### src/ips_pkg.sv
// Shared types and constants for the image part synchronizer.
package ips_pkg;

	localparam int MAX_IMAGES_DEF = 16;
	localparam int ID_W           = 64;
	localparam int CNT_W          = 8;
	localparam int LIM_W          = 5;
	localparam int CORR_W         = 5;
	localparam int CFG_W          = 8;
	localparam int CFG_IDX_W      = 1;

	localparam logic [CFG_IDX_W-1:0] REG_PARTS_PER_IMAGE = 1'd0;
	localparam logic [CFG_IDX_W-1:0] REG_BUFFER_LIMIT    = 1'd1;

	localparam logic [CNT_W-1:0] PARTS_RESET = 8'd1;
	localparam logic [LIM_W-1:0] LIMIT_RESET = 5'd16;

	typedef enum logic [1:0] {
		OP_HOLD,
		OP_SHIFT,
		OP_LOAD,
		OP_BUMP
	} cell_op_t;

	typedef enum logic [1:0] {
		ST_IDLE,
		ST_MATCH,
		ST_SHIFT
	} state_t;

endpackage

### src/ips_cell.sv
// One list slot: image identifier and part count, with its own match logic.
module ips_cell (
	input  logic                          clk,
	input  ips_pkg::cell_op_t             op,
	input  logic                          live,
	input  logic [ips_pkg::ID_W-1:0]      key,
	input  logic [ips_pkg::ID_W-1:0]      nb_id,
	input  logic [ips_pkg::CNT_W-1:0]     nb_cnt,
	input  logic [ips_pkg::CNT_W-1:0]     parts,
	output logic [ips_pkg::ID_W-1:0]      id,
	output logic [ips_pkg::CNT_W-1:0]     cnt,
	output logic                          hit,
	output logic                          done
);

	logic [ips_pkg::ID_W-1:0]  id_q;
	logic [ips_pkg::CNT_W-1:0] cnt_q;
	logic [ips_pkg::CNT_W-1:0] cnt_inc;

	assign cnt_inc = cnt_q + ips_pkg::CNT_W'(1);

	always_ff @(posedge clk) begin
		case (op)
			ips_pkg::OP_HOLD: begin
			end
			ips_pkg::OP_SHIFT: begin
				id_q  <= nb_id;
				cnt_q <= nb_cnt;
			end
			ips_pkg::OP_LOAD: begin
				id_q  <= key;
				cnt_q <= ips_pkg::CNT_W'(1);
			end
			ips_pkg::OP_BUMP: begin
				cnt_q <= cnt_inc;
			end
			default: begin
			end
		endcase
	end

	assign id   = id_q;
	assign cnt  = cnt_q;
	// count wraps at 8 bits, so a setting of zero completes after 256 parts
	assign hit  = live && (id_q == key);
	assign done = hit && (cnt_inc == parts);

endmodule

### src/image_part_synchronizer_core.sv
// Top level of the image part synchronizer: control, configuration and result register.
//
// The block tracks pending images in a row of MAX_IMAGES slots, oldest in slot 0.
// A notice is taken while the block is idle and matched against all live slots in the
// next cycle, or later while the result register is still full. When a notice completes
// an image that sits in slot k, the slots up to and including k are discarded by shifting
// the row one slot per cycle toward slot 0; there is no shift when the list empties.
// A new image that has to push out the oldest entry is appended during the same shift,
// at no extra cost. The result goes to an output register; while it waits on out_stall
// the next notice is still taken, but the match cycle holds until the register is free.
// parts_per_image and buffer_limit may only be written while the block is idle;
// buffer_limit is clamped into 1..MAX_IMAGES.
module image_part_synchronizer_core #(
	parameter int MAX_IMAGES = ips_pkg::MAX_IMAGES_DEF
) (
	input  logic                              clk,
	input  logic                              arst_n,
	input  logic                              cfg_we,
	input  logic [ips_pkg::CFG_IDX_W-1:0]     cfg_index,
	input  logic [ips_pkg::CFG_W-1:0]         cfg_data,
	input  logic                              in_valid,
	output logic                              in_stall,
	input  logic [ips_pkg::ID_W-1:0]          notice_id,
	output logic                              out_valid,
	input  logic                              out_stall,
	output logic                              complete,
	output logic [ips_pkg::ID_W-1:0]          done_image_id,
	output logic [ips_pkg::CORR_W-1:0]        corrupted_count
);

	localparam int SW = $clog2(MAX_IMAGES + 1);
	localparam int IW = (MAX_IMAGES > 1) ? $clog2(MAX_IMAGES) : 1;
	localparam int CW = (SW > ips_pkg::LIM_W) ? SW : ips_pkg::LIM_W;

	// configuration
	logic [ips_pkg::CNT_W-1:0] parts_q;
	logic [ips_pkg::LIM_W-1:0] limit_q;
	logic [CW-1:0]             lim_eff;

	// control state
	ips_pkg::state_t state_q, state_n;
	logic [SW-1:0]   size_q, size_n;
	logic [SW-1:0]   shift_q, shift_n;
	logic [ips_pkg::ID_W-1:0] key_q;

	// result register
	logic                       out_valid_q;
	logic                       complete_q;
	logic [ips_pkg::ID_W-1:0]   done_id_q;
	logic [ips_pkg::CORR_W-1:0] corr_q;
	logic                       res_load;
	logic                       res_complete;
	logic [ips_pkg::ID_W-1:0]   res_id;
	logic [ips_pkg::CORR_W-1:0] res_corr;

	// cell row
	ips_pkg::cell_op_t          cell_op  [MAX_IMAGES];
	logic [ips_pkg::ID_W-1:0]   cell_id  [MAX_IMAGES];
	logic [ips_pkg::CNT_W-1:0]  cell_cnt [MAX_IMAGES];
	logic [MAX_IMAGES-1:0]      cell_live;
	logic [MAX_IMAGES-1:0]      cell_hit;
	logic [MAX_IMAGES-1:0]      cell_done;

	logic          found;
	logic          done_any;
	logic [IW-1:0] hit_idx;
	logic          drop;
	logic [SW-1:0] new_pos;
	logic          out_free;
	logic          in_acc;

	// clamp the limit into 1..MAX_IMAGES
	always_comb begin
		if (limit_q == '0)
			lim_eff = CW'(1);
		else if (CW'(limit_q) > CW'(MAX_IMAGES))
			lim_eff = CW'(MAX_IMAGES);
		else
			lim_eff = CW'(limit_q);
	end

	always_ff @(posedge clk or negedge arst_n) begin
		if (!arst_n) begin
			parts_q <= ips_pkg::PARTS_RESET;
			limit_q <= ips_pkg::LIMIT_RESET;
		end else if (cfg_we) begin
			case (cfg_index)
				ips_pkg::REG_PARTS_PER_IMAGE: parts_q <= cfg_data;
				ips_pkg::REG_BUFFER_LIMIT:    limit_q <= cfg_data[ips_pkg::LIM_W-1:0];
				default: begin
				end
			endcase
		end
	end

	// row of slots; the last slot shifts in its own contents
	for (genvar i = 0; i < MAX_IMAGES; i++) begin : g_cell
		logic [ips_pkg::ID_W-1:0]  nb_id;
		logic [ips_pkg::CNT_W-1:0] nb_cnt;

		if (i == MAX_IMAGES - 1) begin : g_tail
			assign nb_id  = cell_id[i];
			assign nb_cnt = cell_cnt[i];
		end else begin : g_body
			assign nb_id  = cell_id[i+1];
			assign nb_cnt = cell_cnt[i+1];
		end

		assign cell_live[i] = SW'(i) < size_q;

		ips_cell u_cell (
			.clk    (clk),
			.op     (cell_op[i]),
			.live   (cell_live[i]),
			.key    (key_q),
			.nb_id  (nb_id),
			.nb_cnt (nb_cnt),
			.parts  (parts_q),
			.id     (cell_id[i]),
			.cnt    (cell_cnt[i]),
			.hit    (cell_hit[i]),
			.done   (cell_done[i])
		);
	end

	// identifiers in the list are unique, so the hit vector is one-hot or empty
	always_comb begin
		hit_idx = '0;
		for (int i = 0; i < MAX_IMAGES; i++) begin
			if (cell_hit[i])
				hit_idx = hit_idx | IW'(i);
		end
	end

	assign found    = |cell_hit;
	assign done_any = |cell_done;
	assign drop     = CW'(size_q) >= lim_eff;
	// slot the new image lands in, after an optional drop of the oldest
	assign new_pos  = drop ? (size_q - SW'(1)) : size_q;
	assign out_free = !out_valid_q || !out_stall;
	assign in_stall = (state_q != ips_pkg::ST_IDLE);
	assign in_acc   = in_valid && !in_stall;

	always_comb begin
		state_n      = state_q;
		size_n       = size_q;
		shift_n      = shift_q;
		res_load     = 1'b0;
		res_complete = 1'b0;
		res_id       = '0;
		res_corr     = '0;
		for (int i = 0; i < MAX_IMAGES; i++)
			cell_op[i] = ips_pkg::OP_HOLD;

		case (state_q)
			ips_pkg::ST_IDLE: begin
				if (in_acc)
					state_n = ips_pkg::ST_MATCH;
			end
			ips_pkg::ST_MATCH: begin
				if (out_free) begin
					res_load = 1'b1;
					state_n  = ips_pkg::ST_IDLE;
					if (found) begin
						if (done_any) begin
							// pop the completed image and everything older
							res_complete = 1'b1;
							res_id       = key_q;
							res_corr     = ips_pkg::CORR_W'(hit_idx);
							size_n       = size_q - (SW'(hit_idx) + SW'(1));
							shift_n      = SW'(hit_idx) + SW'(1);
							if (size_n != '0)
								state_n = ips_pkg::ST_SHIFT;
						end else begin
							for (int i = 0; i < MAX_IMAGES; i++)
								if (cell_hit[i])
									cell_op[i] = ips_pkg::OP_BUMP;
						end
					end else if (parts_q == ips_pkg::CNT_W'(1)) begin
						// new image completes at once: the whole list goes
						res_complete = 1'b1;
						res_id       = key_q;
						res_corr     = ips_pkg::CORR_W'(new_pos);
						size_n       = '0;
					end else if (drop) begin
						// advance the row by one and append at the tail
						res_corr = ips_pkg::CORR_W'(1);
						for (int i = 0; i < MAX_IMAGES; i++)
							cell_op[i] = (SW'(i) == new_pos) ? ips_pkg::OP_LOAD
							                                 : ips_pkg::OP_SHIFT;
					end else begin
						for (int i = 0; i < MAX_IMAGES; i++)
							if (SW'(i) == new_pos)
								cell_op[i] = ips_pkg::OP_LOAD;
						size_n = size_q + SW'(1);
					end
				end
			end
			ips_pkg::ST_SHIFT: begin
				for (int i = 0; i < MAX_IMAGES; i++)
					cell_op[i] = ips_pkg::OP_SHIFT;
				shift_n = shift_q - SW'(1);
				if (shift_q == SW'(1))
					state_n = ips_pkg::ST_IDLE;
			end
			default: begin
				state_n = ips_pkg::ST_IDLE;
			end
		endcase
	end

	always_ff @(posedge clk or negedge arst_n) begin
		if (!arst_n) begin
			state_q     <= ips_pkg::ST_IDLE;
			size_q      <= '0;
			shift_q     <= '0;
			out_valid_q <= 1'b0;
		end else begin
			state_q <= state_n;
			size_q  <= size_n;
			shift_q <= shift_n;
			if (res_load)
				out_valid_q <= 1'b1;
			else if (!out_stall)
				out_valid_q <= 1'b0;
		end
	end

	// payload registers: hold the notice and the result transaction
	always_ff @(posedge clk) begin
		if (in_acc)
			key_q <= notice_id;
		if (res_load) begin
			complete_q <= res_complete;
			done_id_q  <= res_id;
			corr_q     <= res_corr;
		end
	end

	assign out_valid       = out_valid_q;
	assign complete        = complete_q;
	assign done_image_id   = done_id_q;
	assign corrupted_count = corr_q;

	a_size_bound: assert property (@(posedge clk) disable iff (!arst_n)
		size_q <= SW'(MAX_IMAGES))
		else $error("pending list longer than the row");

	a_shift_count: assert property (@(posedge clk) disable iff (!arst_n)
		state_q == ips_pkg::ST_SHIFT |-> shift_q != '0)
		else $error("shift state with no shifts left");

	a_unique_hit: assert property (@(posedge clk) disable iff (!arst_n)
		state_q == ips_pkg::ST_MATCH |-> $onehot0(cell_hit))
		else $error("identifier matched more than one slot");

	a_idle_id_zero: assert property (@(posedge clk) disable iff (!arst_n)
		out_valid_q && !complete_q |-> done_id_q == '0)
		else $error("identifier shown without completion");

	a_busy_no_accept: assert property (@(posedge clk) disable iff (!arst_n)
		state_q == ips_pkg::ST_SHIFT |=> state_q != ips_pkg::ST_MATCH)
		else $error("notice taken during row shift");

endmodule

### config.mk
export PLATFORM = sky130hd
export DESIGN_NAME = image_part_synchronizer_core
export DESIGN_NICKNAME = d
export VERILOG_FILES = /design/src/ips_pkg.sv /design/src/ips_cell.sv /design/src/image_part_synchronizer_core.sv
export SDC_FILE = /design/constraint.sdc
export NUM_CORES = 2
export LEC_CHECK = 0
export BUFFER_PORTS_ARGS = -buffer_cell sky130_fd_sc_hd__clkbuf_2
export CAP_MARGIN = 20
export CORE_MARGIN = 4
export CORE_UTILIZATION = 27
export CTS_CLUSTER_SIZE = 24
export DETAILED_ROUTE_END_ITERATION = 8
export GPL_ROUTABILITY_DRIVEN = 0
export GPL_TIMING_DRIVEN = 1
export PLACE_DENSITY = 0.41
export SYNTH_ARGS = -nofsm -noshare
export SYNTH_HDL_FRONTEND = slang
export SYNTH_SLANG_ARGS = --single-unit
### constraint.sdc
create_clock -name clk -period 11.5 [get_ports clk]
set_clock_uncertainty 0.1 [all_clocks]
set_input_delay 1.725 -clock clk [delete_from_list [all_inputs] [get_ports clk]]
set_output_delay 1.725 -clock clk [all_outputs]
set_load 0.005 [all_outputs]
Yosys cells after proc, flatten, opt, wreduce, memory -nomap -nowiden:

Cells that the tools add are included.

* add/subtract/negate cells: 21
* $lt $le $gt $ge: 18
* equality and inequality tests: 106
* mux-type cells: 132
* bitwise gates (word level): 1
* reductions and logical operators: 82

Operators with widths (count)
* 64-bit case mux with 2 select lines: 15
* 64-bit equality test: 16
* 8-bit case mux with 3 select lines: 15
* 64-bit two-way mux: 3
* 32-bit two-way mux: 5
* 8-bit by 1-bit adder with 8-bit output (second input constant): 16
* 8-bit equality test: 16
* 2-bit two-way mux: 56
* 2-bit equality test (second input constant): 33
* 32-bit case mux with 2 select lines: 1
* 5-bit two-way mux: 12
* 3-bit nonzero test: 15
* 4-bit by 5-bit equality test with 1-bit output (first input constant): 8
* 4-bit by 5-bit less-than comparator with 1-bit output (first input constant): 8
* 4-bit two-way mux: 9
* 2-bit nonzero test: 18
* 1-bit logical AND: 33
* 2-bit by 1-bit equality test with 1-bit output (second input constant): 16
* 16-bit OR reduction: 2
* 3-bit by 5-bit equality test with 1-bit output (first input constant): 4
* 3-bit by 5-bit less-than comparator with 1-bit output (first input constant): 4
* 8-bit case mux with 2 select lines: 1
* 3-bit two-way mux: 4
* 2-bit by 5-bit equality test with 1-bit output (first input constant): 2
* 26 further kinds: 48

* flip-flop bits (word level): 1312
* output and inout port bits: 72

Depth between registers and ports, before layout:

* depth after elaboration: 25
* gate-level depth with buffers: 21
* mapped depth without buffers: 19

By module:

From an unflattened synthesis, not the netlist that was laid out.

* cells, all modules: 5404
* area total of the unflattened synthesis: 73407.9 µm²

Modules (own cells, without submodules)
* ips_cell at g_cell[12].u_cell ...: instances 10, cells an instance 295, area an instance 4108.9 µm², seq. area each 2162.1 µm²
* ips_cell at g_cell[7].u_cell ...: instances 3, cells an instance 312, area an instance 4161.5 µm², seq. area each 2162.1 µm²
* ips_cell at g_cell[0].u_cell ...: instances 3, cells an instance 306, area an instance 4102.7 µm², seq. area each 2162.1 µm²
* image_part_synchronizer_core: instances 1, cells an instance 600, area an instance 7526.0 µm², seq. area each 4677.0 µm²

Worst setup path before layout:

No wires, ideal clock.

* kind: in2reg
* start: input out_stall
* end: register g_cell[15].u_cell.id_q (netlist bit g_cell[15].u_cell.id[0]) (enable)
* data arrival time: 9.609 ns
* required time: 10.756 ns
* setup slack: 1.147 ns
* stages on the path: 6
* buffers on the path: 1
* cell sequence: nand2_1 -> nand2_1 -> inv_1 -> buf_2 -> nand2_1 -> nor4_1

* word-level cells in the longest chain between the ends: 5

Ends and longest elaborated chain
* start: declaration: line image_part_synchronizer_core.sv:25 `input logic out_stall,`
* 1-bit zero test
* 1-bit logical OR: line image_part_synchronizer_core.sv:140 `assign out_free = !out_valid_q || !out_stall;`
* 32-bit two-way mux: line image_part_synchronizer_core.sv:161 `if (out_free) begin`
* 32-bit case mux with 2 select lines: line image_part_synchronizer_core.sv:155 `case (state_q)`
* 2-bit equality test: line ips_cell.sv:23 `case (op)`
* end signal: assignment: line ips_cell.sv:27 `id_q <= nb_id;`
* end signal: assignment: line ips_cell.sv:31 `id_q <= key;`
* end: declaration: line ips_cell.sv:16 `logic [ips_pkg::ID_W-1:0] id_q;`

No other way between the ends.
A chain may end at the register's enable or synchronous reset.

Worst setup path in the final report:

* start: register size_q[0]
* end: register g_cell[10].u_cell.id_q (netlist bit g_cell[10].u_cell.id[21]) (data pin)

* word-level cells in the longest chain between the ends: 11

Ends and longest elaborated chain
* start: declaration: line image_part_synchronizer_core.sv:42 `logic [SW-1:0] size_q, size_n;`
* start signal: assignment: line image_part_synchronizer_core.sv:220 `size_q <= size_n;`
* 5-bit by 1-bit subtractor with 5-bit output or 5-bit >= comparator (tied branches): line image_part_synchronizer_core.sv:139, image_part_synchronizer_core.sv:137
* 5-bit two-way mux: line image_part_synchronizer_core.sv:139 `assign new_pos = drop ? (size_q - SW'(1)) : size_q;`
* 4-bit by 5-bit equality test with 1-bit output: line image_part_synchronizer_core.sv:189, image_part_synchronizer_core.sv:193
* 2-bit two-way mux, on equally long branches: line image_part_synchronizer_core.sv:189, image_part_synchronizer_core.sv:193
* 32-bit two-way mux: line image_part_synchronizer_core.sv:185 `end else if (drop) begin`
* 32-bit two-way mux: line image_part_synchronizer_core.sv:179 `end else if (parts_q == ips_pkg::CNT_W'(1)) begin`
* 32-bit two-way mux *: line image_part_synchronizer_core.sv:164 `if (found) begin`
* 32-bit two-way mux *: line image_part_synchronizer_core.sv:161
* 32-bit case mux with 2 select lines *: line image_part_synchronizer_core.sv:155
* 2-bit equality test or 2-bit by 1-bit equality test with 1-bit output (tied branches): line ips_cell.sv:23
* 64-bit case mux with 2 select lines *: line ips_cell.sv:23
* end signal: assignment: line ips_cell.sv:27
* end signal: assignment: line ips_cell.sv:31
* end: declaration: line ips_cell.sv:16

Mark *: on every way between the ends. The rest lies on a longest branch, timed or not.

==> out/results.tsv <==
stage	metric	value	unit
critical_path	most used cell, CP	a21o_1	
critical_path	crit-path cells	inv_1 > ha_1 > nand2b_1 > a21o_1 > a21o_1 > a21o_1 > a21oi_1 > o41ai_1 > o211ai_1 > nor3_1 > nand2_1 > a21boi_0 > ha_4 > buf_4 > mux2_2	
route	DRC violations left	0	
hold_path	Hold Crit Class	flop to flop	
timing	fin. max-slew vios	0	
grt	gr busiest metal	met2	
cts	post-CTS resize count	0	
grt	met1 usage	0.283	
synth	Net Count, Synth	5714	
timing	Fin. Hold Viols	0	
synth	Synth area leader	edfxtp_1	
grt	initial antenna violation count	15	
timing	Worst Tran Pin Value	1.19	ns
route	DRT antenna net count	0	
placement	Inst Count DP	8967	
synth	Synth Register Bits	1312	
layout	final cell count without fillers	9269	
run_status	status	completed	
critical_path	Critical Path End Type	flop	
route	DR iter-0 viols	4324	
critical_path	WP data arrival	7.87	ns
cts	CTS tree	yes	
timing	Setup TNS Final	0	ns
timing	Final Setup Violations	0	
critical_path	Crit Path Category	flop to flop	
grt	grt ovf	0	
grt	first-pass GRT wire length	395	mm
cts	hold_buf cts	0	
synth	Synth Flop Type	edfxtp_1	
synth	Yosys Warn Count	0	
timing	Final Critical Period	7.42	ns
power	PwrDens	214	mW/mm2
layout	Nets	5738	
cts	Worst-Skew Late Latency	0.82	ns
floorplanning	initial core utilization	0.272	
synth	Synth top area share	0.528	
placement	PortBufs	149	
floorplanning	IO Pins	150	
cts	Worst-path clk slew	0.05	ns
route	DR WL/cell	31.3	um
timing	Max Freq	135	MHz
route	drt pass-1 iters	8	
power	Leak	27.3	nW
synth	sequential area share after synthesis	0.537	
floorplanning	num rows	190	
cts	Clk Tree Root Cell	clkbuf_16	
layout	filler cell count	26901	
timing	RSZ-0062 raised after global routing	false	
synth	FFs w/ async S/R, synth	0.0198	
cts	Clock H-tree levels	4	
critical_path	cell class contributing the biggest share of worst-path delay	compound AO/OA/AOI/OAI gates	
job	MaxCap Viol Count	0	
cts	clock sink count	1312	
critical_path	slowest stage delay, CP	0.92	ns
cts	postcts setup bufs	0	
critical_path	Worst path slowest cell	o41ai_1	
synth	largest cells by area after synthesis	edfxtp_1 53%, mux2_2 15%, xor2_1 8.0%, xnor2_1 6.0%, nor4_1 1.6%	
grt	vias in the first global route	46112	
route	DRT Wirelength	290	mm
synth	Post-Syn Area	0.0732	mm2
route	DR vias	45733	
timing	period utilization	0.646	
synth	synth unique cells	92	
synth	count leader, synth	edfxtp_1	
synth	syn_area_per_cell	13.2	um2
critical_path	worst path required time	11.95	ns
grt	global routing usage on met2	0.328	
floorplanning	Die X	529	um
floorplanning	Vert. Die Dim	529	um
power	maximum vdd ir drop	143	uV
route	vias per inst	4.93	
cts	CTS max path bufs	3	
critical_path	buffer and inverter count on the worst path	2	
synth	number of synthesized flops with an enable pin	1286	
floorplanning	core area	0.269	mm2
critical_path	crit path launch type	flop	
critical_path	Crit Path Max Fanout	51	
grt	largest net degree at the start of global routing	79	
grt	met3 GRT Util	0.0299	
layout	proportion of layout cells with a drive suffix above 1	0.269	
synth	commonest cells in the netlist	1,286 x edfxtp_1, 946 x mux2_2, 667 x xor2_1	
layout	area grow syn2layout	13.7	%
cts	CTS buffer count	163	
timing	Slew HR	0.206	
floorplanning	full die area	0.279	mm2
grt	All-Layer GR Usage	0.203	
placement	HPWL Detailed	209	mm
synth	Mapped Cells	5556	
area by class of cell:
type                    instances  area, um2  share of cell area
clock buffers                 215       4380              0.0526
multi-input cells            3696      31700               0.381
inverters                      90        340             0.00409
repair buffers                317       2090              0.0252
flip-flops and latches       1312      39300               0.472
well taps                    3552       4440              0.0534
diodes                          4       10.0            0.000120
clock inverters                83        966              0.0116
placed cells by master, fill, tap and decap left out, types with 33 or more instances in the layout:
master | Yosys | routed
a21oi_1 | 43 | 43
and2_1 | 66 | 65
and3_1 | 33 | 33
buf_4 | 94 | 158
clkbuf_1 | 232 | 46
clkbuf_16 | 0 | 167
clkbuf_2 | 1 | 149
clkinv_1 | 1 | 40
edfxtp_1 | 1286 | 1286
ha_1 | 79 | 50
inv_1 | 89 | 87
mux2_2 | 946 | 946
mux2i_1 | 39 | 39
nand2_1 | 196 | 195
nand2b_1 | 139 | 139
nand3_1 | 73 | 73
nand4_1 | 150 | 150
nor2_1 | 61 | 61
nor3_1 | 70 | 70
nor4_1 | 182 | 175
o21ai_0 | 151 | 151
xnor2_1 | 499 | 499
xor2_1 | 667 | 667
routing by layer:
| metal | vias to the layer above | routed length [um] |
|---|---|---|
| met5 | - | 169 |
| met4 | 4 | 7580 |
| met3 | 287 | 14900 |
| met2 | 1338 | 135000 |
| met1 | 23805 | 133000 |
| li1 | 20299 | - |
worst paths after layout:
kind | end | slack (ns) | cells past startpoint | start
max | g_cell[10].u_cell.id[21] | 4.08 | 15 | size_q[0]
min reg2reg | limit_q[0] | 0.45 | 1 | limit_q[0]
min | limit_q[0] | 0.45 | 1 | limit_q[0]
min in group asynchronous | parts_q[5] | 0.89 | 1 | arst_n
max in group asynchronous | size_q[3] | 9.91 | 1 | arst_n
max reg2reg | g_cell[10].u_cell.id[21] | 4.08 | 15 | size_q[0]
per-stage QoR:
stage,cell area (um2),hold slack [ns],setup WS (ns),utilization,power [mW]
finish,83200,0.449,4.08,0.309,17.8
global route,83200,0.471,3.82,0.309,18.5
CTS,83200,0.447,4.04,0.309,17.9
detailed placement,77800,0.427,4.13,0.290,12.6
global placement,77800,0.435,3.50,0.289,12.6
floorplan,73200,0.321,1.15,-,10.3
flip-flops by register name (all words and copies together) (netlist names), 8 cells and up:
register,count
g_cell.u_cell.id,1024
done_image_id,64
g_cell.u_cell.cnt,128
key_q,64
parts_q,8
power breakdown:
group | internal (mW) | leakage (nW) | total, mW | switching [mW]
logic | 1.78 | 12.6 | 5.00 | 3.23
clock network | 3.07 | 2.58 | 5.28 | 2.21
registers | 6.63 | 12.1 | 7.50 | 0.876
total | 11.5 | 27.3 | 17.8 | 6.32
logic make-up (layout without fill, tap and decap cells):
kind of cell,count (synthesis),after routing,synth area share
AOI/OAI and AO/OA,375,375,0.0330
DFF,1312,1312,0.537
buffers and inverters,548,705,0.0354
and+or+nand+nor,1058,1058,0.0813
adders and majority gates,81,81,0.0139
other,0,4,0
xor gates and xnor gates,1196,1196,0.149
muxes,986,986,0.151
Power figures use the tool's default switching activity.
